--- src/rtl/core/assert_macros.svh ---
// assertion macros for the rtl top level of the glyph generator
// expects clk and rst_n in the scope of each use
`ifndef ASSERT_MACROS_SVH
`define ASSERT_MACROS_SVH

// same-cycle implication, checked out of reset
`define ASSERT_IMPL(label, ante, cons) \
  label: assert property (@(posedge clk) disable iff (!rst_n) (ante) |-> (cons)) \
    else $error("assertion failed");

// next-cycle implication, checked out of reset
`define ASSERT_NEXT(label, ante, cons) \
  label: assert property (@(posedge clk) disable iff (!rst_n) (ante) |=> (cons)) \
    else $error("assertion failed");

`endif

--- src/rtl/core/fgg_pkg.sv ---
// shared types, constants and the 5x7 font rom of the glyph generator
// no dependencies
`default_nettype none

package fgg_pkg;

  // panel size
  localparam int PANEL_WIDTH  = 320;
  localparam int PANEL_HEIGHT = 240;

  // glyph geometry
  localparam int GLYPH_W = 5;
  localparam int GLYPH_H = 7;
  localparam int ADVANCE = 6;

  localparam int CUR_W    = 10;
  localparam int WIN_W    = 9;
  localparam int ROW_W    = 8;
  localparam int CODE_W   = 8;
  localparam int COLOR_W  = 16;
  localparam int RIDX_W   = 3;
  localparam logic [RIDX_W-1:0] LAST_RIDX = RIDX_W'(GLYPH_H - 1);
  localparam logic [CUR_W-1:0]  CUR_MAX   = {CUR_W{1'b1}};

  // register map, index = paddr[3:2]
  localparam int ADDR_W = 4;
  localparam logic [1:0] REG_FG_COLOR    = 2'd0;
  localparam logic [1:0] REG_BG_COLOR    = 2'd1;
  localparam logic [1:0] REG_DRAW_ENABLE = 2'd2;

  // stream widths
  localparam int IN_DATA_W  = 32;
  localparam int OUT_DATA_W = 104;

  // one glyph: five columns, bit r of a column is glyph row r
  typedef logic [GLYPH_W-1:0][GLYPH_H-1:0] glyph_t;

  // configuration seen by the datapath
  typedef struct packed {
    logic [COLOR_W-1:0] fg_color;
    logic [COLOR_W-1:0] bg_color;
    logic               draw_enable;
  } cfg_t;

  // one character to draw, queued from front to back
  typedef struct packed {
    glyph_t           glyph;
    logic [WIN_W-1:0] col;
    logic [ROW_W-1:0] row;
  } cmd_t;

  // queue write request and full flag, driven by the front end
  typedef struct packed {
    logic push;
    logic full;
  } q_wr_t;

  function automatic logic [COLOR_W-1:0] swap_bytes(input logic [COLOR_W-1:0] c);
    swap_bytes = {c[7:0], c[15:8]};
  endfunction

  // font rom, columns listed right to left (column 4 first); codes without a glyph are blank
  function automatic glyph_t font_lookup(input logic [CODE_W-1:0] code);
    logic [4:0][7:0] c;
    glyph_t g;
    c = '0;
    unique case (code)
      8'h2E: c = {8'h40, 8'h00, 8'h00, 8'h00, 8'h00};
      8'h30: c = {8'h3E, 8'h45, 8'h49, 8'h51, 8'h3E};
      8'h31: c = {8'h00, 8'h40, 8'h7F, 8'h42, 8'h00};
      8'h32: c = {8'h46, 8'h49, 8'h51, 8'h61, 8'h42};
      8'h33: c = {8'h31, 8'h4B, 8'h45, 8'h41, 8'h21};
      8'h34: c = {8'h10, 8'h7F, 8'h12, 8'h14, 8'h18};
      8'h35: c = {8'h39, 8'h45, 8'h45, 8'h45, 8'h27};
      8'h36: c = {8'h30, 8'h49, 8'h49, 8'h4A, 8'h3C};
      8'h37: c = {8'h03, 8'h05, 8'h09, 8'h71, 8'h01};
      8'h38: c = {8'h36, 8'h49, 8'h49, 8'h49, 8'h36};
      8'h39: c = {8'h1E, 8'h29, 8'h49, 8'h49, 8'h06};
      8'h61: c = {8'h78, 8'h54, 8'h54, 8'h54, 8'h20};
      8'h63: c = {8'h20, 8'h44, 8'h44, 8'h44, 8'h38};
      8'h64: c = {8'h38, 8'h40, 8'h40, 8'h20, 8'h7F};
      8'h65: c = {8'h18, 8'h54, 8'h54, 8'h54, 8'h38};
      8'h66: c = {8'h02, 8'h09, 8'h7E, 8'h08, 8'h00};
      8'h67: c = {8'h3C, 8'h54, 8'h54, 8'h54, 8'h08};
      8'h69: c = {8'h00, 8'h40, 8'h7F, 8'h41, 8'h00};
      8'h6C: c = {8'h00, 8'h40, 8'h7F, 8'h41, 8'h00};
      8'h6D: c = {8'h78, 8'h04, 8'h18, 8'h04, 8'h7C};
      8'h6E: c = {8'h78, 8'h04, 8'h04, 8'h08, 8'h7C};
      8'h6F: c = {8'h38, 8'h44, 8'h44, 8'h44, 8'h38};
      8'h70: c = {8'h08, 8'h14, 8'h14, 8'h14, 8'h7C};
      8'h72: c = {8'h08, 8'h04, 8'h04, 8'h08, 8'h7C};
      8'h73: c = {8'h24, 8'h54, 8'h54, 8'h54, 8'h48};
      8'h74: c = {8'h20, 8'h40, 8'h44, 8'h3F, 8'h04};
      8'h75: c = {8'h7C, 8'h20, 8'h40, 8'h40, 8'h3C};
      8'h76: c = {8'h3C, 8'h40, 8'h40, 8'h40, 8'h3C};
      default: c = '0;
    endcase
    for (int i = 0; i < GLYPH_W; i++) begin
      g[i] = c[i][GLYPH_H-1:0];
    end
    font_lookup = g;
  endfunction

endpackage

`default_nettype wire

--- src/rtl/core/fgg_regs.sv ---
// apb register file: fg_color, bg_color, draw_enable
// depends on fgg_pkg
`default_nettype none

module fgg_regs (
  input  wire logic                      clk,
  input  wire logic                      rst_n,
  input  wire logic                      cfg_psel,
  input  wire logic                      cfg_penable,
  input  wire logic                      cfg_pwrite,
  input  wire logic [fgg_pkg::ADDR_W-1:0] cfg_paddr,
  input  wire logic [31:0]               cfg_pwdata,
  output logic      [31:0]               cfg_prdata,
  output logic                           cfg_pready,
  output fgg_pkg::cfg_t                  cfg
);

  logic [15:0] fg_r;
  logic [15:0] bg_r;
  logic        en_r;
  logic        wr_en;
  logic [1:0]  idx;

  assign cfg_pready = 1'b1;
  assign idx        = cfg_paddr[3:2];
  assign wr_en      = cfg_psel & cfg_penable & cfg_pwrite & cfg_pready;

  // register writes
  always_ff @(posedge clk) begin
    if (!rst_n) begin
      fg_r <= 16'hFFFF;
      bg_r <= 16'h0000;
      en_r <= 1'b1;
    end else if (wr_en) begin
      unique case (idx)
        fgg_pkg::REG_FG_COLOR:    fg_r <= cfg_pwdata[15:0];
        fgg_pkg::REG_BG_COLOR:    bg_r <= cfg_pwdata[15:0];
        fgg_pkg::REG_DRAW_ENABLE: en_r <= cfg_pwdata[0];
        default: ;
      endcase
    end
  end

  // read mux
  always_comb begin
    unique case (idx)
      fgg_pkg::REG_FG_COLOR:    cfg_prdata = {16'h0, fg_r};
      fgg_pkg::REG_BG_COLOR:    cfg_prdata = {16'h0, bg_r};
      fgg_pkg::REG_DRAW_ENABLE: cfg_prdata = {31'h0, en_r};
      default:                  cfg_prdata = 32'h0;
    endcase
  end

  assign cfg = '{fg_color: fg_r, bg_color: bg_r, draw_enable: en_r};

endmodule

`default_nettype wire

--- config.mk ---
export PLATFORM = sky130hd
export DESIGN_NAME = fgg_regs
export DESIGN_NICKNAME = d
export VERILOG_FILES = /design/src/rtl/core/assert_macros.svh /design/src/rtl/core/fgg_pkg.sv /design/src/rtl/core/fgg_regs.sv
export SDC_FILE = /design/constraint.sdc
export NUM_CORES = 1
export LEC_CHECK = 0
export ABC_AREA = 1
export BUFFER_PORTS_ARGS = -buffer_cell sky130_fd_sc_hd__buf_4
export CORE_MARGIN = 2
export CORE_UTILIZATION = 37
export DETAILED_ROUTE_END_ITERATION = 10
export PLACE_DENSITY_LB_ADDON = 0.08
export SLEW_MARGIN = 15
export SYNTH_ARGS = -nofsm -noshare
export SYNTH_HDL_FRONTEND = slang
export SYNTH_SLANG_ARGS = --single-unit
export TNS_END_PERCENT = 50
--- constraint.sdc ---
create_clock -name clk -period 0.9 [get_ports clk]
set_input_delay 0.18 -clock clk [delete_from_list [all_inputs] [get_ports clk]]
set_output_delay 0.18 -clock clk [all_outputs]
set_load 0.005 [all_outputs]
After elaboration in Yosys (flattened, before gate mapping)
Cells that the tools add are included.

Register bits after elaboration: 33. Output and inout port bits: 66.

Reductions and logical operators: 4. Eq/ne operators: 2. Bitwise gates (word level): 2. Multiplexer cells: 1.

Operators by type and width (number): $pmux W16 S3 (1); $reduce_and A2 Y1 (3); $and A1 B1 Y1 (2); $eq A2 B1 Y1 const B (1); $eq A2 B2 Y1 const B (1); $logic_not A2 Y1 (1).

Longest topological paths before layout
Depth in word-level cells: 3. Depth in mapped cells: 6. Mapped depth without buffers: 5.

Worst setup path before layout
Ideal clock, no wire load.

Path type: input to register. Start: input port cfg_psel. End: register fg_r[13]. Data required time: 770 ps. Arrival: 782 ps. Slack: -12 ps. Cell stages on the path: 6. Cells stage by stage: nand2_1 > nor2_4 > nand2_2 > buf_6 > nand2_1 > nand3_1.

Word-level cells in the longest chain between the ends: 3.

Ends and longest elaborated chain: from (decl) (line fgg_regs.sv:8) `input wire logic cfg_psel,`; $and A1 B1 Y1 (2 in a row) (line fgg_regs.sv:26) `assign wr_en = cfg_psel & cfg_penable & cfg_pwrite & cfg_pready;`; $reduce_and A2 Y1 (no line); to (signal assigned) (line fgg_regs.sv:36) `fgg_pkg::REG_FG_COLOR: fg_r <= cfg_pwdata[15:0];`; to (decl) (line fgg_regs.sv:18) `logic [15:0] fg_r;`.

No other way between the ends. A chain may end at the register's enable or synchronous reset.

Worst setup path in the final report
Start: register fg_r[11]. End: output port cfg_prdata[11].

Word-level cells in the longest chain between the ends: 1.

Ends and longest elaborated chain: $pmux W16 S3 (line fgg_regs.sv:46) `unique case (idx)`; to (decl) (line fgg_regs.sv:13) `output logic [31:0] cfg_prdata,`.

No other way between the ends.

==> flow_metrics.env <==
export IMPL_ys_seq_area_share_pct=39.5
export IMPL_p_per_area_nw_per_um2=1230
export IMPL_p_seq_share_pct=42.1
export IMPL_final_cell_mix="buf_6, nand2_1, buf_4"
export IMPL_grt_max_degree=34
export IMPL_cts_buffers=5
export IMPL_cts_buffer_depth=2
export IMPL_num_vias=1797
export IMPL_cts_tree="done"
export IMPL_num_nets_final=383
export IMPL_hold_buffers=0
export IMPL_post_drt_wl_per_cell_um=12.4
export IMPL_dr_pass1_iters=4
export IMPL_synth_top_family_by_area="simple AND/OR/NAND/NOR gates"
export IMPL_swShare_pct=23.6
export IMPL_place_hpwl_um=3200
export IMPL_core_um2=4350
export IMPL_path_clk_slew_ns=0.07
export IMPL_postRouteAntennaNets=0
export IMPL_grt_first_pass_wirelength_um=7860
export IMPL_drive_gt1_share_pct=49.9
export IMPL_comb_power_share_pct=17.9
export IMPL_first_iter_violations=114
export IMPL_synthSimpleGateAreaFrac_pct=34.9
export IMPL_p_clk_share_pct=40.1
export IMPL_syn_area_per_cell_um2=7.27
export IMPL_hold_path_class="in -> reg"
export IMPL_final_hold_viol_count=0
export IMPL_finClkSkew_ns=0
export IMPL_dp_cells=365
export IMPL_postLayoutCellArea_um2=2940
export IMPL_whs_ns=0.112
export IMPL_io_buffers=71
export IMPL_antenna_found_initial=0
export IMPL_htree_levels=2
export IMPL_syn2layout_area_growth_pct=75.5
export IMPL_critical_path_class="reg -> out"
export IMPL_vias_per_cell=4.55
export IMPL_fmax_mhz=881
export IMPL_grt_overflow=0
export IMPL_root_buffer="clkbuf_8"
export IMPL_muxShareOfSynthArea_pct=0
export IMPL_end_kind="output pin"
export IMPL_die_h_um=71.2
export IMPL_rsz0062_at_grt="yes"
export IMPL_grtUsageTotal_pct=19.5
export IMPL_std_cell_rows=24
export IMPL_power_switching_uw=853
export IMPL_die_area_um2=5080
export IMPL_power_leakage_uw=0.00150
export IMPL_cp_arrival_ns=0.96
export IMPL_critPathMaxFanout=2
export IMPL_vdd_drop_max_v=0.000992
export IMPL_crit_required_ns=0.72
export IMPL_slew_violations=0
export IMPL_grt_pass1_vias=1723
export IMPL_antenna_cells=0
export IMPL_synth_xor_area_share_pct=0
export IMPL_layout_commonest_cell="buf_6"
export IMPL_pre_cts_ws_ns=-0.182
export IMPL_finalSetupTns_ns=-6.50
export IMPL_setup_ws_ns=-0.236
export IMPL_synthCells=230
export IMPL_clk_latency_ns=0.28
export IMPL_yosysUniqueCellTypes=16
export IMPL_finalNonFillerCells=395
export IMPL_p_int_uw=2770
export IMPL_synth_seq_cells=33
export IMPL_fin_crit_sh_pct=126
export IMPL_yosys_warnings=0
export IMPL_synthAdderAreaFrac_pct=0
export IMPL_setup_viol=48
export IMPL_start_util_pct=38.4
export IMPL_status="finished, violations left"
export IMPL_drt_total_wl_um=4900
export IMPL_drv_cap=0
export IMPL_drc_errors=0
export IMPL_synth_compound_area_share_pct=7.85
export IMPL_cp_start_kind="flop"
export IMPL_dpl_cell_area_um2=2360
export IMPL_io_pins=107
export IMPL_die_x_um=71.2
export IMPL_place_gp_congestion=0.674
export IMPL_synth_area_um2=1670
export IMPL_cts_sinks=33
export IMPL_violations="setup timing"
export IMPL_period_minus_slack_ns=1.14
## cells in the mapped netlist
cell | count | share of area, %
nand3_2 | 1 | 0.60
conb_1 | 2 | 0.45
inv_1 | 17 | 3.8
nand2_2 | 2 | 0.75
buf_2 | 3 | 0.90
nand2_1 | 55 | 12
a22o_1 | 15 | 7.9
buf_1 | 2 | 0.45
buf_4 | 21 | 9.4
nor2_1 | 33 | 7.4
nand3_1 | 35 | 10
buf_6 | 3 | 2.0
nor2_4 | 5 | 3.4
clkbuf_1 | 1 | 0.22
inv_2 | 2 | 0.45
dfxtp_1 | 33 | 39
## final cells by class
class                           instances  area, um2
Multi-Input combinational cell        163        792
Timing Repair Buffer                  120       1190
Clock inverter                          1       30.0
Inverter                               19       71.3
Tap cell                               52       65.1
Fill cell                             357       1420
Sequential cell                        33        702
Clock buffer                            7       86.3
## per-stage QoR
stage,power (uW),util (%)
2_1_floorplan,1850,-
3_3_place_gp,2100,54.3
3_5_place_dp,2100,54.3
4_1_cts,3620,65.5
5_1_grt,3770,67.4
6_report,3620,67.4
## flip-flops by register name, indices dropped and copies added (netlist names)
| name | flops |
|---|---|
| bg_r | 16 |
| fg_r | 16 |
| en_r | 1 |
## kinds of logic after synthesis
kind of cell    Yosys count
compound gates           15
flops                    33
simple gates            131
other cells               2
buf+inv                  49
## worst max-delay path: stages (launching register included)
cell,delay (ns)
dfxtp_2,0.33
a22o_1,0.21
buf_4,0.13
## layer usage
| layer | global-route usage, % | wire [um] |
|---|---|---|
| met1 | 24.7 | 2140 |
| met2 | 33.4 | 2410 |
| met3 | 5.34 | 310 |
| met4 | 4.19 | 36 |
| met5 | 0 | 0 |
## what timing repair did
action                                  in CTS  in global routing
pin swaps                                   18                  2
resized for setup                           84                 18
hold endpoints to repair                     0                  0
endpoints found under the setup margin      49                 49
buffers inserted                            18                  4
## final timing paths
check        slack (ns)  depth (start not counted)             end            from
max               -0.24                          2  cfg_prdata[11]        fg_r[11]
min reg2reg        0.47                          2            en_r            en_r
max reg2reg        0.11                          4         bg_r[4]         bg_r[4]
min                0.11                          3        fg_r[15]  cfg_pwdata[15]
## power groups by stage
stage	Combinational, uW	Clock (uW)	Sequential [uW]
after floorplan	295	0	1550
after global placement	551	0	1550
after detailed placement	554	0	1550
after CTS	624	1480	1520
after global routing	708	1540	1520
final	647	1450	1520
(Power assumes the default switching activity.)
