[src/rtl/core/assert_macros.svh]
// assertion macros for the rtl top level of the glyph generator
// expects clk and rst_n in the scope of each use
`ifndef ASSERT_MACROS_SVH
`define ASSERT_MACROS_SVH

// same-cycle implication, checked out of reset
`define ASSERT_IMPL(label, ante, cons) \
  label: assert property (@(posedge clk) disable iff (!rst_n) (ante) |-> (cons)) \
    else $error("assertion failed");

// next-cycle implication, checked out of reset
`define ASSERT_NEXT(label, ante, cons) \
  label: assert property (@(posedge clk) disable iff (!rst_n) (ante) |=> (cons)) \
    else $error("assertion failed");

`endif

[src/rtl/core/fgg_pkg.sv]
// shared types, constants and the 5x7 font rom of the glyph generator
// no dependencies
`default_nettype none

package fgg_pkg;

  // panel size
  localparam int PANEL_WIDTH  = 320;
  localparam int PANEL_HEIGHT = 240;

  // glyph geometry
  localparam int GLYPH_W = 5;
  localparam int GLYPH_H = 7;
  localparam int ADVANCE = 6;

  localparam int CUR_W    = 10;
  localparam int WIN_W    = 9;
  localparam int ROW_W    = 8;
  localparam int CODE_W   = 8;
  localparam int COLOR_W  = 16;
  localparam int RIDX_W   = 3;
  localparam logic [RIDX_W-1:0] LAST_RIDX = RIDX_W'(GLYPH_H - 1);
  localparam logic [CUR_W-1:0]  CUR_MAX   = {CUR_W{1'b1}};

  // register map, index = paddr[3:2]
  localparam int ADDR_W = 4;
  localparam logic [1:0] REG_FG_COLOR    = 2'd0;
  localparam logic [1:0] REG_BG_COLOR    = 2'd1;
  localparam logic [1:0] REG_DRAW_ENABLE = 2'd2;

  // stream widths
  localparam int IN_DATA_W  = 32;
  localparam int OUT_DATA_W = 104;

  // one glyph: five columns, bit r of a column is glyph row r
  typedef logic [GLYPH_W-1:0][GLYPH_H-1:0] glyph_t;

  // configuration seen by the datapath
  typedef struct packed {
    logic [COLOR_W-1:0] fg_color;
    logic [COLOR_W-1:0] bg_color;
    logic               draw_enable;
  } cfg_t;

  // one character to draw, queued from front to back
  typedef struct packed {
    glyph_t           glyph;
    logic [WIN_W-1:0] col;
    logic [ROW_W-1:0] row;
  } cmd_t;

  // queue write request and full flag, driven by the front end
  typedef struct packed {
    logic push;
    logic full;
  } q_wr_t;

  function automatic logic [COLOR_W-1:0] swap_bytes(input logic [COLOR_W-1:0] c);
    swap_bytes = {c[7:0], c[15:8]};
  endfunction

  // font rom, columns listed right to left (column 4 first); codes without a glyph are blank
  function automatic glyph_t font_lookup(input logic [CODE_W-1:0] code);
    logic [4:0][7:0] c;
    glyph_t g;
    c = '0;
    unique case (code)
      8'h2E: c = {8'h40, 8'h00, 8'h00, 8'h00, 8'h00};
      8'h30: c = {8'h3E, 8'h45, 8'h49, 8'h51, 8'h3E};
      8'h31: c = {8'h00, 8'h40, 8'h7F, 8'h42, 8'h00};
      8'h32: c = {8'h46, 8'h49, 8'h51, 8'h61, 8'h42};
      8'h33: c = {8'h31, 8'h4B, 8'h45, 8'h41, 8'h21};
      8'h34: c = {8'h10, 8'h7F, 8'h12, 8'h14, 8'h18};
      8'h35: c = {8'h39, 8'h45, 8'h45, 8'h45, 8'h27};
      8'h36: c = {8'h30, 8'h49, 8'h49, 8'h4A, 8'h3C};
      8'h37: c = {8'h03, 8'h05, 8'h09, 8'h71, 8'h01};
      8'h38: c = {8'h36, 8'h49, 8'h49, 8'h49, 8'h36};
      8'h39: c = {8'h1E, 8'h29, 8'h49, 8'h49, 8'h06};
      8'h61: c = {8'h78, 8'h54, 8'h54, 8'h54, 8'h20};
      8'h63: c = {8'h20, 8'h44, 8'h44, 8'h44, 8'h38};
      8'h64: c = {8'h38, 8'h40, 8'h40, 8'h20, 8'h7F};
      8'h65: c = {8'h18, 8'h54, 8'h54, 8'h54, 8'h38};
      8'h66: c = {8'h02, 8'h09, 8'h7E, 8'h08, 8'h00};
      8'h67: c = {8'h3C, 8'h54, 8'h54, 8'h54, 8'h08};
      8'h69: c = {8'h00, 8'h40, 8'h7F, 8'h41, 8'h00};
      8'h6C: c = {8'h00, 8'h40, 8'h7F, 8'h41, 8'h00};
      8'h6D: c = {8'h78, 8'h04, 8'h18, 8'h04, 8'h7C};
      8'h6E: c = {8'h78, 8'h04, 8'h04, 8'h08, 8'h7C};
      8'h6F: c = {8'h38, 8'h44, 8'h44, 8'h44, 8'h38};
      8'h70: c = {8'h08, 8'h14, 8'h14, 8'h14, 8'h7C};
      8'h72: c = {8'h08, 8'h04, 8'h04, 8'h08, 8'h7C};
      8'h73: c = {8'h24, 8'h54, 8'h54, 8'h54, 8'h48};
      8'h74: c = {8'h20, 8'h40, 8'h44, 8'h3F, 8'h04};
      8'h75: c = {8'h7C, 8'h20, 8'h40, 8'h40, 8'h3C};
      8'h76: c = {8'h3C, 8'h40, 8'h40, 8'h40, 8'h3C};
      default: c = '0;
    endcase
    for (int i = 0; i < GLYPH_W; i++) begin
      g[i] = c[i][GLYPH_H-1:0];
    end
    font_lookup = g;
  endfunction

endpackage

`default_nettype wire

[src/rtl/core/fgg_queue.sv]
// two-entry command queue between front and back end
// depends on fgg_pkg
`default_nettype none

module fgg_queue (
  input  wire logic           clk,
  input  wire logic           rst_n,
  input  wire logic           push,
  input  wire fgg_pkg::cmd_t  wdata,
  output logic                full,
  input  wire logic           pop,
  output logic                rvalid,
  output fgg_pkg::cmd_t       rdata
);

  fgg_pkg::cmd_t mem [2];
  logic          wr_ptr_r;
  logic          rd_ptr_r;
  logic [1:0]    count_r, count_nxt;

  // storage
  always_ff @(posedge clk) begin
    if (push) begin
      mem[wr_ptr_r] <= wdata;
    end
  end

  // pointers and fill count
  always_comb begin
    count_nxt = count_r;
    if (push && !pop) begin
      count_nxt = count_r + 2'd1;
    end else if (pop && !push) begin
      count_nxt = count_r - 2'd1;
    end
  end

  always_ff @(posedge clk) begin
    if (!rst_n) begin
      wr_ptr_r <= 1'b0;
      rd_ptr_r <= 1'b0;
      count_r  <= 2'd0;
    end else begin
      if (push) wr_ptr_r <= !wr_ptr_r;
      if (pop)  rd_ptr_r <= !rd_ptr_r;
      count_r <= count_nxt;
    end
  end

  assign full   = (count_r == 2'd2);
  assign rvalid = (count_r != 2'd0);
  assign rdata  = mem[rd_ptr_r];

endmodule

`default_nettype wire

[config.mk]
export PLATFORM = sky130hd
export DESIGN_NAME = fgg_queue
export DESIGN_NICKNAME = d
export VERILOG_FILES = /design/src/rtl/core/assert_macros.svh /design/src/rtl/core/fgg_pkg.sv /design/src/rtl/core/fgg_queue.sv
export SDC_FILE = /design/constraint.sdc
export NUM_CORES = 1
export LEC_CHECK = 0
export ABC_AREA = 1
export BUFFER_PORTS_ARGS = -buffer_cell sky130_fd_sc_hd__buf_2
export CAP_MARGIN = 15
export CORE_MARGIN = 1
export CORE_UTILIZATION = 40
export CTS_BUF_LIST = sky130_fd_sc_hd__clkbuf_4 sky130_fd_sc_hd__clkbuf_8
export DETAILED_ROUTE_END_ITERATION = 8
export SLEW_MARGIN = 20
export SYNTH_ARGS = -nofsm -noshare
export SYNTH_HDL_FRONTEND = slang
export SYNTH_SLANG_ARGS = --single-unit
[constraint.sdc]
create_clock -name clk -period 3.34 [get_ports clk]
set_input_delay 0.167 -clock clk [delete_from_list [all_inputs] [get_ports clk]]
set_output_delay 0.167 -clock clk [all_outputs]
set_load 0.05 [all_outputs]
### After elaboration in Yosys (flattened, before gate mapping)

Memories as Yosys holds them, arrays and structs flattened. A register that Yosys moved wholly into a read port is not among the register bits.
Index checks and enable logic that the tools add are counted.

* bits in registers: 4
* memories kept: 1
* RAM bits: 104
* logic and storage cells: 21
* input bits: 56

Memory list
* mem: words 2, bits a word 52, rd ports 1, clocked after Yosys merged registers in 1, wr ports 1, RTL line fgg_queue.sv:16 `fgg_pkg::cmd_t mem [2];`

* equality and inequality tests: 1
* reduce and logical (&&, ||, !) cells: 8
* add/subtract/negate cells: 2
* muxes and demuxes: 6

Operators with widths (count)
* $logic_not 1->1: 4
* $mux 1: 4
* $mux 2: 2
* $reduce_bool 2->1: 2
* $add 2x1->2 const B: 1
* $eq 2x2->1 const B: 1
* $logic_and 1x1->1: 2
* $sub 2x1->2 const B: 1

### Logic depth before layout (Yosys ltp)

Gate-level depths: netlist of the first run.

* depth after elaboration: 4
* gate-level depth with buffers: 8

### Worst setup path after synthesis of the first run

No wires, ideal clock.

* path type: reg-to-reg
* from: reg wr_ptr_r
* to: mem mem[0][0] in the netlist's numbering, enable pin
* cell stages (with the launch flop): 2
* library setup time: 0.463 ns
* clock period less this slack: 2.963 ns
* path slack: 0.377 ns
* arrival: 2.500 ns
* required time: 2.877 ns
* path buffers: 0
* cell sequence: dfxtp_1 nor2_1

RTL lines
* start: declaration: RTL line fgg_queue.sv:17 `logic wr_ptr_r;`
* start signal: assignment: RTL line fgg_queue.sv:44 `if (push) wr_ptr_r <= !wr_ptr_r;`
* end: declaration: RTL line fgg_queue.sv:16

Straight into the memory's write port.

==> results of run 1 <==
[layout by cell type, fill, tap and decap left out]
cell / n
a21oi_1: 1
buf_12: 1
buf_2: 109
buf_4: 1
clkbuf_4: 1
clkbuf_8: 9
clkinv_2: 1
clkinv_4: 1
clkinvlp_4: 2
dfxtp_1: 4
dfxtp_4: 1
dlygate4sd3_1: 51
edfxtp_1: 104
ha_1: 1
inv_1: 7
inv_2: 1
inv_6: 1
mux2_2: 2
mux2_4: 50
nand2_1: 9
nand3_1: 1
nand4_1: 1
nor2_1: 7
nor2_4: 1
o21ai_0: 1
[logic make-up (layout without fill, tap and decap cells)]
group | count (synthesis) | after routing | synth area share (%)
mux | 52 | 52 | 18.3
compound gates | 2 | 2 | 0.236
simple gates | 19 | 19 | 1.77
buf+inv | 14 | 185 | 3.34
fa+ha+maj | 1 | 1 | 0.295
flops | 109 | 109 | 76.1
[flip-flops by register name, indices dropped and copies added, names as in the netlist, named ones only]
| name | cells |
|---|---|
| wr_ptr_r | 1 |
| mem | 104 |
| count_r | 2 |
| rd_ptr_r | 1 |
[how the worst min path moves through the flow]
stage | end | slack, ns | cells past startpoint
floorplan | mem[0][0]$_DFFE_PP_ | 0.27 | 0
global placement | mem[1][20]$_DFFE_PP_ | 0.35 | 1
detailed placement | mem[1][28]$_DFFE_PP_ | 0.36 | 1
CTS | mem[0][3]$_DFFE_PP_ | 0.007 | 1
global route | mem[0][3]$_DFFE_PP_ | 0.01 | 1
finish | mem[0][3]$_DFFE_PP_ | 0.03 | 1
[power breakdown]
part           internal [uW]  switching, uW
logic                    202            321
clock network            278            407
registers               1580           44.2
[layout make-up]
| cell class | count | share of cell area [%] |
|---|---|---|
| flip-flops and latches | 109 | 58.1 |
| repair buffers | 162 | 19.5 |
| multi-input cells | 74 | 15.8 |
| well taps | 136 | 3.06 |
| clock buffers | 10 | 2.36 |
| clock inverters | 5 | 0.675 |
| inverters | 8 | 0.540 |
[per-layer routing]
metal  routed length, um  track usage, %  up-vias  share of wire [%]
met5                   0               0        -                  0
met4                 129            6.64        0                1.9
met3                 340            3.43       10                4.9
met2                3440            22.8       73                 49
met1                3040            15.5     1075                 44
li1                    -               -     1081                  -
[timing repair]
action                                  CTS  global route
endpoints found under the setup margin    0             0
hold endpoints to repair                102             0
hold buffers                             51             0
[through the flow]
stage          util [%]  hold slack, ns  instance area (um^2)
2_1_floorplan         -           0.266                  4240
3_3_place_gp       47.5           0.355                  4880
3_5_place_dp       47.5           0.358                  4880
4_1_cts            54.1         0.00692                  5560
5_1_grt            54.1          0.0126                  5560
6_report           54.1          0.0324                  5560
==> results.sh, run 1 <==
export IMPL_yosysMostFrequentCell="edfxtp_1"
export IMPL_reg2reg_slack_ns=1.63
export IMPL_yosysWarnings=0
export IMPL_synth_distinct_cells=14
export IMPL_irDropWorstVdd_v=0.000209
export IMPL_yosysTopAreaCell="edfxtp_1"
export IMPL_p_per_area_nw_per_um2=509
export IMPL_crit_cells=2
export IMPL_tightest_slew_ns=1.01
export IMPL_syn2layout_area_growth_pct=31.2
export IMPL_cp_required_ns=3.17
export IMPL_crit_type="reg -> out"
export IMPL_synth_top_flop_cell="edfxtp_1"
export IMPL_async_flop_share_pct=0
export IMPL_yosysTopAreaCellShare_pct=73.7
export IMPL_drt_pass1_iterations=4
export IMPL_power_leakage_uw=0.00224
export IMPL_cts_made_buffers=9
export IMPL_synth_edf_count=104
export IMPL_antenna_cells=0
export IMPL_relSlewSlack_pct=32.6
export IMPL_die_h_um=105
export IMPL_grt_overflow=0
export IMPL_multi_input_area_um2=878
export IMPL_grt_pass1_vias=2311
export IMPL_cts_tree="built"
export IMPL_clock_fmax_ghz=0.453
export IMPL_clockBufferDepth=2
export IMPL_cts_root_buf="clkbuf_8"
export IMPL_initial_core_util_pct=41.2
export IMPL_cap_violations=0
export IMPL_rsz0062_at_grt="no"
export IMPL_timing_reg2reg_worst_path_depth=3
export IMPL_via_per_inst=4.44
export IMPL_coreArea_um2=10300
export IMPL_maxSlewViolCount=0
export IMPL_drc=0
export IMPL_yosysSeqAreaShare_pct=76.1
export IMPL_critPathSlowestCell="dfxtp_4"
export IMPL_grt_usage_pct=13.3
export IMPL_yosys_top_cells_area="edfxtp_1 74%, mux2_4 18%, buf_12 2.4%"
export IMPL_netlist_area_um2=4240
export IMPL_r2r_start="wr_ptr_r$_SDFFE_PN0P_"
export IMPL_synth_fp_nets=254
export IMPL_syn_inst=197
export IMPL_final_setup_viol_count=0
export IMPL_h_tree_depth=3
export IMPL_clk_pin_slew_ns=0.09
export IMPL_synth_common_cells="104 x edfxtp_1, 50 x mux2_4, 9 x nand2_1"
export IMPL_antenna_found_initial=0
export IMPL_globalplace_congestion=0.669
export IMPL_grt_pass1_wl_um=10900
export IMPL_cts_resized_gates=0
export IMPL_clkLatencyLatePin_ns=0.35
export IMPL_n_fill_cell=857
export IMPL_dp_hpwl_um=4210
export IMPL_r2r_end="mem[1][3]$_DFFE_PP_"
export IMPL_endpoint_kind="primary output"
export IMPL_synth_seq_cells=109
export IMPL_tns_ns=0
export IMPL_timing_final_crit_share_pct=66.1
export IMPL_final_setup_skew_ns=0.00698
export IMPL_cp_data_arrival_time_ns=2.04
export IMPL_final_nets=421
export IMPL_critical_path_top_delay_family="flip-flops"
export IMPL_wl_per_cell_um=13.8
export IMPL_pin_count=110
export IMPL_die_area_um2=11000
export IMPL_fin_crit_ns=2.21
export IMPL_hold_viol=0
export IMPL_portBuffers=109
export IMPL_grt_max_degree=53
export IMPL_hold_class="in -> reg"
export IMPL_num_rows=37
export IMPL_p_total_uw=2830
export IMPL_cts_sinks=109
export IMPL_drt_first_iter_violations=50
export IMPL_dpl_cell_count=438
export IMPL_fin_cells=504
export IMPL_drt_total_wl_um=6950
export IMPL_antenna_left=0
export IMPL_post_cts_buffers=0
export IMPL_seqCellArea_um2=3230
export IMPL_cp_start_kind="flop"
export IMPL_min_delay_start="wdata[3]"
export IMPL_cpPeakStageDelay_ns=1.01
export IMPL_crit_buf_inv=1
export IMPL_critical_path_peak_fanout=52
export IMPL_vias=2239
export IMPL_crit_chain="mux2_2, buf_2"
export IMPL_drive_gt1_share_pct=49.2
export IMPL_dp_slack_ns=1.51
export IMPL_die_x_um=105
export IMPL_setup_worst_path_end="rdata[46]"
export IMPL_finalWorstSetupSlack_ns=1.13
export IMPL_status="complete, no violations"
export IMPL_avgSynthCellArea_um2=21.5
Power figures use the tool's default switching activity.
==> inputs of run 2 (changes only) <==
==> constraint.sdc (replaced) <==
create_clock -name clk -period 2.1 [get_ports clk]
set_input_delay 0.105 -clock clk [delete_from_list [all_inputs] [get_ports clk]]
set_output_delay 0.105 -clock clk [all_outputs]
set_load 0.05 [all_outputs]
==> run 2 against run 1 <==
Flip-flop and latch count unchanged. Global-route usage fell by 0.27 points. Critical path type unchanged. First-iteration DRC count grew 10%. Register-to-register slack lost 0.92 ns. Clock skew increased by 0.0012 ns. Non-clock buffer count rose by 6. Routed wire length grew 1.8%. Largest power group unchanged. Combinational power rose by 67%. Sequential share of layout area shrank 1.1 points. Clock power increased by 85%. Setup slack worse by 0.88 ns.
==> results.sh, run 2 (synthesis gave the netlist of run 1 again) <==
export IMPL_status="complete, no violations"
export IMPL_final_nets=427
export IMPL_syn2layout_area_growth_pct=33.8
export IMPL_coreArea_um2=10300
export IMPL_fin_util_pct=55.1
export IMPL_endpoint_kind="primary output"
export IMPL_antenna_found_initial=0
export IMPL_vias=2252
export IMPL_grt_overflow=0
export IMPL_final_setup_viol_count=0
export IMPL_reg2reg_slack_ns=0.71
export IMPL_layout_cells_most_common="buf_2"
export IMPL_timing_final_crit_share_pct=87.9
export IMPL_globalplace_congestion=0.630
export IMPL_die_h_um=105
export IMPL_clk_pin_slew_ns=0.10
export IMPL_antenna_cells=0
export IMPL_cp_start_kind="flop"
export IMPL_cts_tree="built"
export IMPL_h_tree_depth=3
export IMPL_tightest_slew_ns=0.501
export IMPL_fin_crit_ns=1.85
export IMPL_multi_input_area_um2=878
export IMPL_p_per_area_nw_per_um2=829
export IMPL_cap_violations=0
export IMPL_die_area_um2=11000
export IMPL_crit_type="reg -> out"
export IMPL_r2r_start="wr_ptr_r$_SDFFE_PN0P_"
export IMPL_rsz0062_at_grt="no"
export IMPL_die_x_um=105
export IMPL_cpPeakStageDelay_ns=0.57
export IMPL_hold_class="in -> reg"
export IMPL_holdPathStages=3
export IMPL_irDropWorstVdd_v=0.000402
export IMPL_drive_gt1_share_pct=49.3
export IMPL_seqCellArea_um2=3230
export IMPL_finalWorstSetupSlack_ns=0.255
export IMPL_tns_ns=0
export IMPL_fin_cells=511
export IMPL_grt_pass1_vias=2319
export IMPL_critical_path_peak_fanout=16
export IMPL_whs_ns=0.0365
export IMPL_dp_hpwl_um=4530
export IMPL_critPathSlowestCell="dfxtp_4"
export IMPL_clkLatencyLatePin_ns=0.35
export IMPL_min_delay_start="pop"
export IMPL_cp_data_arrival_time_ns=1.74
export IMPL_final_cell_mix="109 x buf_2, 104 x edfxtp_1, 53 x dlygate4sd3_1"
export IMPL_min_to="rd_ptr_r$_SDFFE_PN0P_"
export IMPL_final_setup_skew_ns=0.00818
export IMPL_initial_core_util_pct=41.2
export IMPL_cts_sinks=109
export IMPL_r2r_end="mem[1][48]$_DFFE_PP_"
export IMPL_dp_slack_ns=0.636
export IMPL_dpl_cell_count=442
export IMPL_drc=0
export IMPL_num_rows=37
export IMPL_n_fill_cell=846
export IMPL_clockBufferDepth=2
export IMPL_pin_count=110
export IMPL_grt_usage_pct=13.0
export IMPL_maxSlewViolCount=0
export IMPL_cts_root_buf="clkbuf_8"
export IMPL_drt_first_iter_violations=55
export IMPL_clock_fmax_ghz=0.542
export IMPL_crit_chain="buf_12, mux2_2, buf_2"
export IMPL_cts_made_buffers=9
export IMPL_timing_reg2reg_worst_path_depth=3
export IMPL_regMostFlops="mem"
export IMPL_portBuffers=109
export IMPL_grt_pass1_wl_um=10900
export IMPL_largest_register_ff_count=104
export IMPL_antenna_left=0
export IMPL_hold_viol=0
export IMPL_cts_resized_gates=0
export IMPL_via_per_inst=4.41
export IMPL_grt_max_degree=37
export IMPL_drt_total_wl_um=7080
export IMPL_cp_required_ns=2.00
export IMPL_relSlewSlack_pct=66.6
export IMPL_drt_pass1_iterations=4
export IMPL_reg_largest_list="mem (104), count_r (2)"
export IMPL_wl_per_cell_um=13.8
export IMPL_power_leakage_uw=0.00230
==> run 2: worst max-delay path, delay by kind of cell (launching register included) <==
kind                   cells  cell delay, ns
buffers and inverters      2            0.43
flip-flops                 1            0.57
multiplexers               1            0.36
==> run 2: where the power goes <==
| group | switching (uW) | total [uW] | internal [uW] |
|---|---|---|---|
| Clock | 701 | 1270 | 572 |
| Combinational | 542 | 874 | 333 |
| Sequential | 43.2 | 2550 | 2510 |
| Total | 1290 | 4700 | 3410 |
==> run 2: worst max path at each step <==
stage | from | end | slack [ns] | depth (start not counted)
floorplan | wr_ptr_r$_SDFFE_PN0P_ | mem[1][0]$_DFFE_PP_ | 0.22 | 2
global placement | flop | rdata[46] | 0.63 | 3
detailed placement | flop | rdata[46] | 0.64 | 3
CTS | flop | rdata[46] | 0.22 | 3
global route | flop | rdata[46] | 0.18 | 3
finish | flop | rdata[46] | 0.25 | 3
==> run 2: cell type report <==
class                   count  share of cell area (%)
flip-flops and latches    109                    56.9
inverters                   8                   0.530
clock buffers               9                    2.19
multi-input cells          74                    15.5
repair buffers            168                    20.4
clock inverters             7                    1.41
well taps                 136                    3.00
==> run 2: timing repair <==
| item | in CTS | in global routing |
|---|---|---|
| hold buffers | 53 | 0 |
| endpoints found under the hold margin | 106 | 0 |
| buffers inserted | 0 | 0 |
==> run 2: layer usage <==
layer  vias to the layer above  share of wire, %  track usage (%)
li1                       1097                 -                -
met1                      1078                44             15.3
met2                        69                51             23.2
met3                         8               4.3             3.12
met4                         0               1.1             4.83
met5                         -                 0                0
==> run 2: per-stage QoR <==
stage	cell area, um^2	total power [uW]
3_5_place_dp	4930	3410
2_1_floorplan	4240	3230
5_1_grt	5670	4870
3_3_place_gp	4930	3390
6_report	5670	4700
4_1_cts	5670	4770
