### config.mk
export PLATFORM = sky130hd
export DESIGN_NAME = fgg_back
export DESIGN_NICKNAME = d
export VERILOG_FILES = /design/src/rtl/core/assert_macros.svh /design/src/rtl/core/fgg_pkg.sv /design/src/rtl/core/fgg_back.sv
export SDC_FILE = /design/constraint.sdc
export NUM_CORES = 1
export LEC_CHECK = 0
export CAP_MARGIN = 20
export CORE_MARGIN = 8
export CORE_UTILIZATION = 40
export DETAILED_ROUTE_END_ITERATION = 10
export DONT_BUFFER_PORTS = 1
export GPL_TIMING_DRIVEN = 0
export SYNTH_ARGS = -nofsm -noshare
export SYNTH_HDL_FRONTEND = slang
export SYNTH_SLANG_ARGS = --single-unit
### constraint.sdc
create_clock -name clk -period 11.9 [get_ports clk]
set_input_delay 2.975 -clock clk [delete_from_list [all_inputs] [get_ports clk]]
set_output_delay 2.975 -clock clk [all_outputs]
set_load 0.005 [all_outputs]
### src/rtl/core/assert_macros.svh
// assertion macros for the rtl top level of the glyph generator
// expects clk and rst_n in the scope of each use
`ifndef ASSERT_MACROS_SVH
`define ASSERT_MACROS_SVH

// same-cycle implication, checked out of reset
`define ASSERT_IMPL(label, ante, cons) \
  label: assert property (@(posedge clk) disable iff (!rst_n) (ante) |-> (cons)) \
    else $error("assertion failed");

// next-cycle implication, checked out of reset
`define ASSERT_NEXT(label, ante, cons) \
  label: assert property (@(posedge clk) disable iff (!rst_n) (ante) |=> (cons)) \
    else $error("assertion failed");

`endif

### src/rtl/core/fgg_pkg.sv
// shared types, constants and the 5x7 font rom of the glyph generator
// no dependencies
`default_nettype none

package fgg_pkg;

  // panel size
  localparam int PANEL_WIDTH  = 320;
  localparam int PANEL_HEIGHT = 240;

  // glyph geometry
  localparam int GLYPH_W = 5;
  localparam int GLYPH_H = 7;
  localparam int ADVANCE = 6;

  localparam int CUR_W    = 10;
  localparam int WIN_W    = 9;
  localparam int ROW_W    = 8;
  localparam int CODE_W   = 8;
  localparam int COLOR_W  = 16;
  localparam int RIDX_W   = 3;
  localparam logic [RIDX_W-1:0] LAST_RIDX = RIDX_W'(GLYPH_H - 1);
  localparam logic [CUR_W-1:0]  CUR_MAX   = {CUR_W{1'b1}};

  // register map, index = paddr[3:2]
  localparam int ADDR_W = 4;
  localparam logic [1:0] REG_FG_COLOR    = 2'd0;
  localparam logic [1:0] REG_BG_COLOR    = 2'd1;
  localparam logic [1:0] REG_DRAW_ENABLE = 2'd2;

  // stream widths
  localparam int IN_DATA_W  = 32;
  localparam int OUT_DATA_W = 104;

  // one glyph: five columns, bit r of a column is glyph row r
  typedef logic [GLYPH_W-1:0][GLYPH_H-1:0] glyph_t;

  // configuration seen by the datapath
  typedef struct packed {
    logic [COLOR_W-1:0] fg_color;
    logic [COLOR_W-1:0] bg_color;
    logic               draw_enable;
  } cfg_t;

  // one character to draw, queued from front to back
  typedef struct packed {
    glyph_t           glyph;
    logic [WIN_W-1:0] col;
    logic [ROW_W-1:0] row;
  } cmd_t;

  // queue write request and full flag, driven by the front end
  typedef struct packed {
    logic push;
    logic full;
  } q_wr_t;

  function automatic logic [COLOR_W-1:0] swap_bytes(input logic [COLOR_W-1:0] c);
    swap_bytes = {c[7:0], c[15:8]};
  endfunction

  // font rom, columns listed right to left (column 4 first); codes without a glyph are blank
  function automatic glyph_t font_lookup(input logic [CODE_W-1:0] code);
    logic [4:0][7:0] c;
    glyph_t g;
    c = '0;
    unique case (code)
      8'h2E: c = {8'h40, 8'h00, 8'h00, 8'h00, 8'h00};
      8'h30: c = {8'h3E, 8'h45, 8'h49, 8'h51, 8'h3E};
      8'h31: c = {8'h00, 8'h40, 8'h7F, 8'h42, 8'h00};
      8'h32: c = {8'h46, 8'h49, 8'h51, 8'h61, 8'h42};
      8'h33: c = {8'h31, 8'h4B, 8'h45, 8'h41, 8'h21};
      8'h34: c = {8'h10, 8'h7F, 8'h12, 8'h14, 8'h18};
      8'h35: c = {8'h39, 8'h45, 8'h45, 8'h45, 8'h27};
      8'h36: c = {8'h30, 8'h49, 8'h49, 8'h4A, 8'h3C};
      8'h37: c = {8'h03, 8'h05, 8'h09, 8'h71, 8'h01};
      8'h38: c = {8'h36, 8'h49, 8'h49, 8'h49, 8'h36};
      8'h39: c = {8'h1E, 8'h29, 8'h49, 8'h49, 8'h06};
      8'h61: c = {8'h78, 8'h54, 8'h54, 8'h54, 8'h20};
      8'h63: c = {8'h20, 8'h44, 8'h44, 8'h44, 8'h38};
      8'h64: c = {8'h38, 8'h40, 8'h40, 8'h20, 8'h7F};
      8'h65: c = {8'h18, 8'h54, 8'h54, 8'h54, 8'h38};
      8'h66: c = {8'h02, 8'h09, 8'h7E, 8'h08, 8'h00};
      8'h67: c = {8'h3C, 8'h54, 8'h54, 8'h54, 8'h08};
      8'h69: c = {8'h00, 8'h40, 8'h7F, 8'h41, 8'h00};
      8'h6C: c = {8'h00, 8'h40, 8'h7F, 8'h41, 8'h00};
      8'h6D: c = {8'h78, 8'h04, 8'h18, 8'h04, 8'h7C};
      8'h6E: c = {8'h78, 8'h04, 8'h04, 8'h08, 8'h7C};
      8'h6F: c = {8'h38, 8'h44, 8'h44, 8'h44, 8'h38};
      8'h70: c = {8'h08, 8'h14, 8'h14, 8'h14, 8'h7C};
      8'h72: c = {8'h08, 8'h04, 8'h04, 8'h08, 8'h7C};
      8'h73: c = {8'h24, 8'h54, 8'h54, 8'h54, 8'h48};
      8'h74: c = {8'h20, 8'h40, 8'h44, 8'h3F, 8'h04};
      8'h75: c = {8'h7C, 8'h20, 8'h40, 8'h40, 8'h3C};
      8'h76: c = {8'h3C, 8'h40, 8'h40, 8'h40, 8'h3C};
      default: c = '0;
    endcase
    for (int i = 0; i < GLYPH_W; i++) begin
      g[i] = c[i][GLYPH_H-1:0];
    end
    font_lookup = g;
  endfunction

endpackage

`default_nettype wire

### src/rtl/core/fgg_back.sv
// back end: walks the seven glyph rows and fills the output register
// depends on fgg_pkg
`default_nettype none

module fgg_back (
  input  wire logic                           clk,
  input  wire logic                           rst_n,
  input  wire fgg_pkg::cfg_t                  cfg,
  input  wire logic                           q_valid,
  input  wire fgg_pkg::cmd_t                  q_rdata,
  output logic                                q_pop,
  output logic                                out_tvalid,
  input  wire logic                           out_tready,
  output logic [fgg_pkg::OUT_DATA_W-1:0]      out_tdata,
  output logic                                out_tlast
);

  fgg_pkg::cmd_t                cmd_r;
  logic                         active_r;
  logic [fgg_pkg::RIDX_W-1:0]   ridx_r;
  logic                         out_valid_r;
  logic [fgg_pkg::OUT_DATA_W-1:0] out_data_r;
  logic                         out_last_r;

  logic                         out_adv;
  logic                         emit;
  logic                         last;
  logic [fgg_pkg::COLOR_W-1:0]  fg_s;
  logic [fgg_pkg::COLOR_W-1:0]  bg_s;
  logic [fgg_pkg::GLYPH_W-1:0][fgg_pkg::COLOR_W-1:0] pix;
  logic [fgg_pkg::ROW_W-1:0]    pix_row;

  assign out_adv = !out_valid_r || out_tready;
  assign emit    = active_r && out_adv;
  assign last    = (ridx_r == fgg_pkg::LAST_RIDX);
  assign q_pop   = q_valid && (!active_r || (emit && last));

  // pixel colors for the current glyph row
  assign fg_s = fgg_pkg::swap_bytes(cfg.fg_color);
  assign bg_s = fgg_pkg::swap_bytes(cfg.bg_color);
  always_comb begin
    for (int c = 0; c < fgg_pkg::GLYPH_W; c++) begin
      pix[c] = cmd_r.glyph[c][ridx_r] ? fg_s : bg_s;
    end
  end
  assign pix_row = cmd_r.row + fgg_pkg::ROW_W'(ridx_r);

  // row sequencer
  always_ff @(posedge clk) begin
    if (!rst_n) begin
      active_r <= 1'b0;
      ridx_r   <= '0;
    end else if (q_pop) begin
      active_r <= 1'b1;
      ridx_r   <= '0;
    end else if (emit) begin
      if (last) begin
        active_r <= 1'b0;
      end
      ridx_r <= ridx_r + fgg_pkg::RIDX_W'(1);
    end
  end

  always_ff @(posedge clk) begin
    if (q_pop) begin
      cmd_r <= q_rdata;
    end
  end

  // output register
  always_ff @(posedge clk) begin
    if (!rst_n) begin
      out_valid_r <= 1'b0;
    end else if (out_adv) begin
      out_valid_r <= active_r;
    end
  end

  always_ff @(posedge clk) begin
    if (emit) begin
      out_data_r <= {7'h0, pix[4], pix[3], pix[2], pix[1], pix[0], pix_row, cmd_r.col};
      out_last_r <= last;
    end
  end

  assign out_tvalid = out_valid_r;
  assign out_tdata  = out_data_r;
  assign out_tlast  = out_last_r;

endmodule

`default_nettype wire

* After elaboration in Yosys (flattened, before gate mapping)
Index checks and enable logic that the tools add are counted.
** Word-level totals
- Flip-flop bits (word level) :: 155
- Output and inout bits :: 107
- Word-level logic and storage cells :: 46
** Operators by class
- Add/sub/neg operators :: 2
- Order comparisons :: 1
- Eq/ne operators :: 1
- Mux-type cells :: 18
- Bitwise operators :: 1
- Reductions and logical operators :: 11
** Operators by type and width (number)
- $mux W16 :: 5
- $bmux W1 S3 :: 5
- $add A8 B3 Y8 :: 1
- $mux W1 :: 8
- $lt A3 B4 Y1 const B :: 1
- $reduce_bool A2 Y1 :: 2
- $add A3 B1 Y3 const B :: 1
- $eq A3 B3 Y1 const B :: 1
- $logic_and A1 B1 Y1 :: 3
- $logic_not A1 Y1 :: 2
- $logic_or A1 B1 Y1 :: 2
- $reduce_and A2 Y1 :: 1
- $reduce_or A2 Y1 :: 1
- $not A1 Y1 :: 1

* Longest topological paths before layout
Gate-level depths: netlist of the first run.
- Depth after elaboration :: 8
- Mapped depth :: 8

* Least setup slack after synthesis of the first run
Ideal clock, no wire load.
- Path kind :: input port to output port
- Start point :: in out_tready
- End point :: out q_pop
- Arrival :: 5449 ps
- Required time :: 8925 ps
- Setup slack :: 3476 ps
- Cell stages on the path :: 3
- Path buffers :: 0
- Cells stage by stage :: nand2b_1 a21oi_1 nor2_1
** Between the ends
- Word-level cells in the longest chain between the ends :: 5
** Ends and longest elaborated chain
- start: declaration :: line fgg_back.sv:13 : input wire logic out_tready,
- $logic_or A1 B1 Y1 :: line fgg_back.sv:33 : assign out_adv = !out_valid_r || out_tready;
- $logic_and A1 B1 Y1 :: line fgg_back.sv:34 : assign emit = active_r && out_adv;
- $logic_and A1 B1 Y1 :: line fgg_back.sv:36 : assign q_pop = q_valid && (!active_r || (emit && last));
- $logic_or A1 B1 Y1 :: line fgg_back.sv:36
- $logic_and A1 B1 Y1 :: line fgg_back.sv:36
- end: declaration :: line fgg_back.sv:11 : output logic q_pop,
No other way between the ends.

* Worst setup path after layout of the first run
Ends and elaborated chain as after synthesis.

==> run_results.csv, run 1 <==
group,metric,value,unit
setup_path,critPathCaptureType,"output port",
route,dr.max_layer_used,"met5",
synth,synth-seq-cells,155,
floorplanning,die_h,144,um
cts,cts_tree,"built",
power,combPwrFrac,0.092,
synth,async_flop_share,0,
setup_path,critPathKind,"in2out",
timing,worst_slew_pin_slew,0.838,ns
synth,netlist_area,6570,sq um
setup_path,crit_fanout,28,
global_route,antenna_found_initial,1,
timing,setup_viol,0,
power,p_sw,284,uW
floorplanning,core,16300,sq um
synth,synthFlopType,"edfxtp_1",
cells_and_area,layout.nets,456,
floorplanning,rows,47,
synth,netlist.area_leader.share,0.685,
power,switching_share,0.214,
floorplanning,die_w,144,um
floorplanning,dieArea,20800,sq um
synth,synth_area_leaders,"edfxtp_1 (69%), mux2_4 (11%), mux2_1 (5.1%)",
min_path,min_path_type,"reg2reg",
cts,postCtsHoldBufs,0,
cts,cts.path.max_buffers,2,
job,drv_cap,0,
synth,synth_seq_area_share,0.701,
power,ir_drop,123,uV
cells_and_area,finalNonFillerCells,594,
synth,netlist.top_cell.by_area,"edfxtp_1",
floorplanning,ios,196,
cells_and_area,diodes,0,
placement,dpl.hpwl,9080,um
power,leakage,0.00267,uW
route,drt-met1-wl,5230,um
cts,root_buffer,"clkbuf_16",
setup_path,reg2reg_slack,9.56,ns
cts,clkLatencyLatePin,0.42,ns
setup_path,crit_arrival,4.18,ns
global_route,grt_usage,0.122,
route,drt-initial-drc-count,115,
route,wl_per_cell,21.4,um
cts,cts.clk_slew.worst_paths,0.06,ns
route,viasPerCell,4.83,
cts,htreeDepth,4,
route,wl_met2,6080,um
global_route,grt_overflow,0,
timing,hold_violations,0,
cts,cts_resized,0,
cells_and_area,final-seq-area,4600,sq um
route,vias,2867,
cells_and_area,drive_above_1_share,0.305,
synth,synth.most_common_cell,"edfxtp_1",
synth,yosysUniqueCellTypes,35,
power,p_clk_frac,0.404,
cells_and_area,syn_to_final_growth,14.4,%
global_route,grt_pass1_wl,18400,um
synth,avgSynthCellArea,19.7,sq um
route,wl_met3,1240,um
outcome,status,"finished, final reports clean",
cts,clock-sinks,155,
cells_and_area,fillCellCount,1428,
route,finalWirelength,12700,um
setup_path,worstSetupStartpointType,"primary input",
power,seqPwrFrac,0.504,
cells_and_area,multi_input_area,1770,sq um
floorplanning,initial_utilization,0.402,
setup_path,required,8.93,ns
power,cellPowerDensity,176,nW/um^2
synth,postSynthCellCount,334,
cts,numCtsBuffers,17,
synth,yosys_warnings,0,
timing,fin_skew,0.0114,ns
global_route,grt_max_degree,63,
route,ant_nets,0,
placement,dp_cells,562,
placement,gp_congestion,0.716,
timing,setup_tns,0,ns
timing,post-route-period-util,0.602,
timing,rsz0062_at_grt,"false",
route,drc,0,
power,p_int,1040,uW
timing,fin_crit,7.16,ns
cts,post_cts_buffers,0,
synth,synth_edf_count,150,
timing,relSlewSlack,0.440,
timing,drv_slew,0,
global_route,grt_pass1_vias,3045,
route,firstDrtPassIters,4,
timing,clock.fmax,140,MHz
synth,netlist_top_cells_count,"edfxtp_1 (150), mux2_4 (50), mux2_1 (30)",
placement,port_buffers,0,
[final cells by class]
type	instances	share of cell area
Timing Repair Buffer	2	0.00732
Clock buffer	20	0.0581
Clock inverter	12	0.0198
Inverter	7	0.00349
Buffer	18	0.0268
Multi-Input combinational cell	160	0.236
Tap cell	220	0.0366
Sequential cell	155	0.612
[sequential cells by signal, indices dropped and copies added, names as in the netlist]
register and flops:
out_tvalid 1, out_tdata 97, ridx_r 3, active_r 1, cmd_r 52, out_tlast 1
[worst max-delay path, cell delays in order]
cell and delay [ns]:
nand2b_1 0.13, a21oi_1 0.15, nor2_4 0.67, buf_16 0.25
[cells in the final DEF, fill, tap and decap left out, drive strengths merged, types with 3 or more instances in the layout]
cell type / count
edfxtp: 150
mux2: 80
clkbuf: 21
buf: 19
mux2i: 15
inv: 7
conb: 7
nand2: 7
nor2: 6
clkinv: 6
xnor2: 5
a22oi: 5
nand3b: 5
o211ai: 5
ha: 5
dfxtp: 5
xor2: 3
bufinv: 3
clkinvlp: 3
[cells by family (layout without fill, tap and decap cells)]
| logic type | after synthesis | in the layout | synth area share |
|---|---|---|---|
| AOI/OAI and AO/OA | 19 | 19 | 0.0280 |
| xor gates and xnor gates | 8 | 8 | 0.0107 |
| adders and majority gates | 6 | 6 | 0.0126 |
| buffers and inverters | 25 | 59 | 0.0341 |
| DFF | 155 | 155 | 0.701 |
| muxes | 95 | 95 | 0.188 |
| other | 1 | 7 | 0.000571 |
| and+or+nand+nor | 25 | 25 | 0.0251 |
[final timing paths]
kind,startpoint,to,cells past startpoint
hold reg to reg,cmd_r[15],out_tdata[7],0
hold / removal,cmd_r[15],out_tdata[7],0
setup / recovery,out_tready,q_pop,4
setup reg to reg,ridx_r[0],cmd_r[43],8
[power by group through the flow]
stage	logic (uW)	registers [uW]	clock network, uW
floorplan	99.9	675	0
global placement	119	685	0
detailed placement	124	681	0
CTS	125	670	549
global route	132	672	571
finish	122	668	536
[stage by stage]
step | setup WS [ns] | hold slack (ns) | total power (uW) | util | area, sq um
after floorplan | 3.48 | 0.400 | 775 | - | 6600
after global placement | 2.68 | 0.400 | 804 | 0.420 | 6870
after detailed placement | 4.71 | 0.405 | 805 | 0.424 | 6940
after CTS | 4.71 | 0.421 | 1340 | 0.460 | 7520
after global routing | 4.61 | 0.427 | 1370 | 0.460 | 7520
final | 4.74 | 0.419 | 1330 | 0.460 | 7520
[metal layers]
layer	global-route usage	vias to the layer above
met5	0	-
met3	0.0637	13
met2	0.192	140
met4	0.0460	2
met1	0.138	1378
li1	-	1334
No activity file was read; power rests on OpenSTA's default activity.
==> run 2, diff against run 1 <==
Settings changed: ABC_AREA from default to 1.
Clock period 11.9 ns to 6.05 ns, I/O delays scaled along.
==> run 2 against run 1 <==
- critical path depth up 3
- die area increased by 3.3%
- setup slack worse by 2.9 ns
- synthesized cell count is 73% higher
- worst hold slack better by 0.00058 ns
- combinational power grew 93%
- total power grew 95%
- synthesized area rose by 3.8%
- first-iteration DRC count is 140% higher
- flip-flop and latch count unchanged
- sequential power is 99% higher
- register-to-register slack worse by 5.7 ns
- critical endpoint unchanged
==> run_results.csv, run 2 <==
group,metric,value,unit
global_route,grt_pass1_vias,4352,
timing,setup_viol,0,
cells_and_area,drive_above_1_share,0.160,
route,wl_per_cell,20.4,um
power,cellPowerDensity,335,nW/um^2
setup_path,crit_arrival,2.69,ns
setup_path,reg2reg_slack,3.91,ns
setup_path,r2r-start,"ridx_r[0]",
power,ir_drop,228,uV
cells_and_area,largest_reg_flops,97,
timing,clock.fmax,238,MHz
synth,avgSynthCellArea,11.8,sq um
cells_and_area,layout.nets,699,
min_path,min_path_type,"reg2reg",
timing,fin_skew,0.00847,ns
floorplanning,rows,47,
route,ant_nets,0,
placement,gp_congestion,0.805,
route,drc,0,
setup_path,startpoint,"out_tready",
global_route,antenna_found_initial,0,
floorplanning,die_h,147,um
setup_path,critPathKind,"in2out",
global_route,grt_pass1_wl,25500,um
route,vias,4294,
synth,yosys_warnings,0,
cts,numCtsBuffers,17,
floorplanning,core,16600,sq um
synth,synth-seq-cells,155,
cells_and_area,final_common_cell,"nand2_1",
cells_and_area,diodes,0,
timing,setup_tns,0,ns
cells_and_area,mostFrequentLayoutCells,"nand2_1 (197), edfxtp_1 (150), nand3_1 (88)",
route,drt-initial-drc-count,271,
timing,hold_violations,0,
cts,cts.path.max_buffers,2,
global_route,grt_overflow,0,
route,firstDrtPassIters,5,
power,leakage,0.00318,uW
cts,cts_resized,0,
cts,root_buffer,"clkbuf_16",
global_route,grt_max_degree,55,
cts,cts.clk_slew.worst_paths,0.06,ns
route,finalWirelength,17000,um
synth,synth.most_common_cell,"nand2_1",
job,drv_cap,0,
setup_path,worstSetupStartpointType,"primary input",
timing,worst_slew_pin_slew,0.688,ns
synth,synthFlopType,"edfxtp_1",
floorplanning,die_w,147,um
setup_path,crit_fanout,48,
synth,postSynthCellCount,577,
timing,whs,0.420,ns
route,viasPerCell,5.13,
setup_path,critPathCaptureType,"output port",
placement,port_buffers,0,
synth,netlist.top_cell.by_area,"edfxtp_1",
cts,htreeDepth,4,
synth,synth_area_leaders,"edfxtp_1 (66%), nand2_1 (11%), nand3_1 (6.5%)",
cts,post_cts_buffers,0,
cells_and_area,fillCellCount,1471,
synth,async_flop_share,0,
timing,post-route-period-util,0.695,
cts,postCtsHoldBufs,0,
synth,netlist_area,6820,sq um
cells_and_area,finish.utilization,0.464,
synth,yosysUniqueCellTypes,23,
synth,synth_seq_area_share,0.675,
timing,rsz0062_at_grt,"false",
floorplanning,initial_utilization,0.410,
setup_path,r2r_end,"cmd_r[26]",
timing,fin_crit,4.21,ns
outcome,status,"finished, final reports clean",
timing,drv_slew,0,
synth,netlist.area_leader.share,0.661,
setup_path,r2r_cells,9,
global_route,grt_usage,0.157,
floorplanning,dieArea,21500,sq um
cts,clock-sinks,155,
floorplanning,ios,196,
setup_path,required,4.54,ns
cts,cts_tree,"built",
synth,synth_edf_count,150,
timing,relSlewSlack,0.542,
setup_path,worstSetupEndpoint,"q_pop",
placement,dpl.hpwl,12100,um
cells_and_area,syn_to_final_growth,13.2,%
synth,netlist_top_cells_count,"nand2_1 (197), edfxtp_1 (150), nand3_1 (88)",
cts,clkLatencyLatePin,0.42,ns
## run 2: logic make-up (layout without fill, tap and decap cells)
logic type | Yosys count | after routing | synth area share
other | 1 | 7 | 0.000550
and+or+nand+nor | 325 | 325 | 0.234
DFF | 155 | 155 | 0.675
xor gates and xnor gates | 8 | 8 | 0.0103
buffers and inverters | 76 | 110 | 0.0629
AOI/OAI and AO/OA | 6 | 6 | 0.00440
adders and majority gates | 6 | 6 | 0.0121
## run 2: metal layers
metal,GRT usage,part of all wire,up-vias,wire [um]
met5,0,0,-,0
met4,0.0690,0.017,0,296
met3,0.0584,0.095,28,1620
met2,0.259,0.49,254,8370
met1,0.179,0.40,2018,6760
li1,-,-,1994,-
## run 2: power by group
group	switching, uW	internal, uW	leakage, uW	total, uW
clock	449	572	0.000273	1020
combinational	160	75.8	0.00144	236
sequential	41.2	1280	0.00146	1330
## run 2: area by class of cell
class | count | area [sq um] | share of cell area
clock buffer | 17 | 425 | 0.0551
tap | 220 | 275 | 0.0356
timing repair buffer | 2 | 40.0 | 0.00518
inverter | 47 | 184 | 0.0238
multi-input combinational | 352 | 1810 | 0.234
clock inverter | 15 | 138 | 0.0178
sequential | 155 | 4600 | 0.596
buffer | 29 | 248 | 0.0321
## run 2: metrics by stage
stage          cells  total power [uW]  setup WS (ns)  area [sq um]
6_report         837              2580           1.84          7720
5_1_grt          837              2670           1.73          7720
4_1_cts          837              2610           1.82          7720
3_5_place_dp     805              1590           1.83          7160
3_3_place_gp     803              1580           1.02          7120
2_1_floorplan    583              1510           1.44          6840
## run 2: worst min-delay path by stage
stage          startpoint            to  slack, ns  depth (start not counted)
3_3_place_gp    cmd_r[14]  out_tdata[6]       0.40                          0
5_1_grt          cmd_r[9]  out_tdata[1]       0.43                          0
4_1_cts          cmd_r[8]  out_tdata[0]       0.42                          0
6_report        cmd_r[16]  out_tdata[8]       0.42                          0
2_1_floorplan    cmd_r[8]  out_tdata[0]       0.40                          0
3_5_place_dp     cmd_r[8]  out_tdata[0]       0.40                          0
## run 2: worst max-delay path, cell delays in order
cell and delay, ns:
inv_1 0.02, nand2_1 0.07, nand2_1 0.18, o21ai_0 0.30, nand2_1 0.15, inv_2 0.18
buf_12 0.27
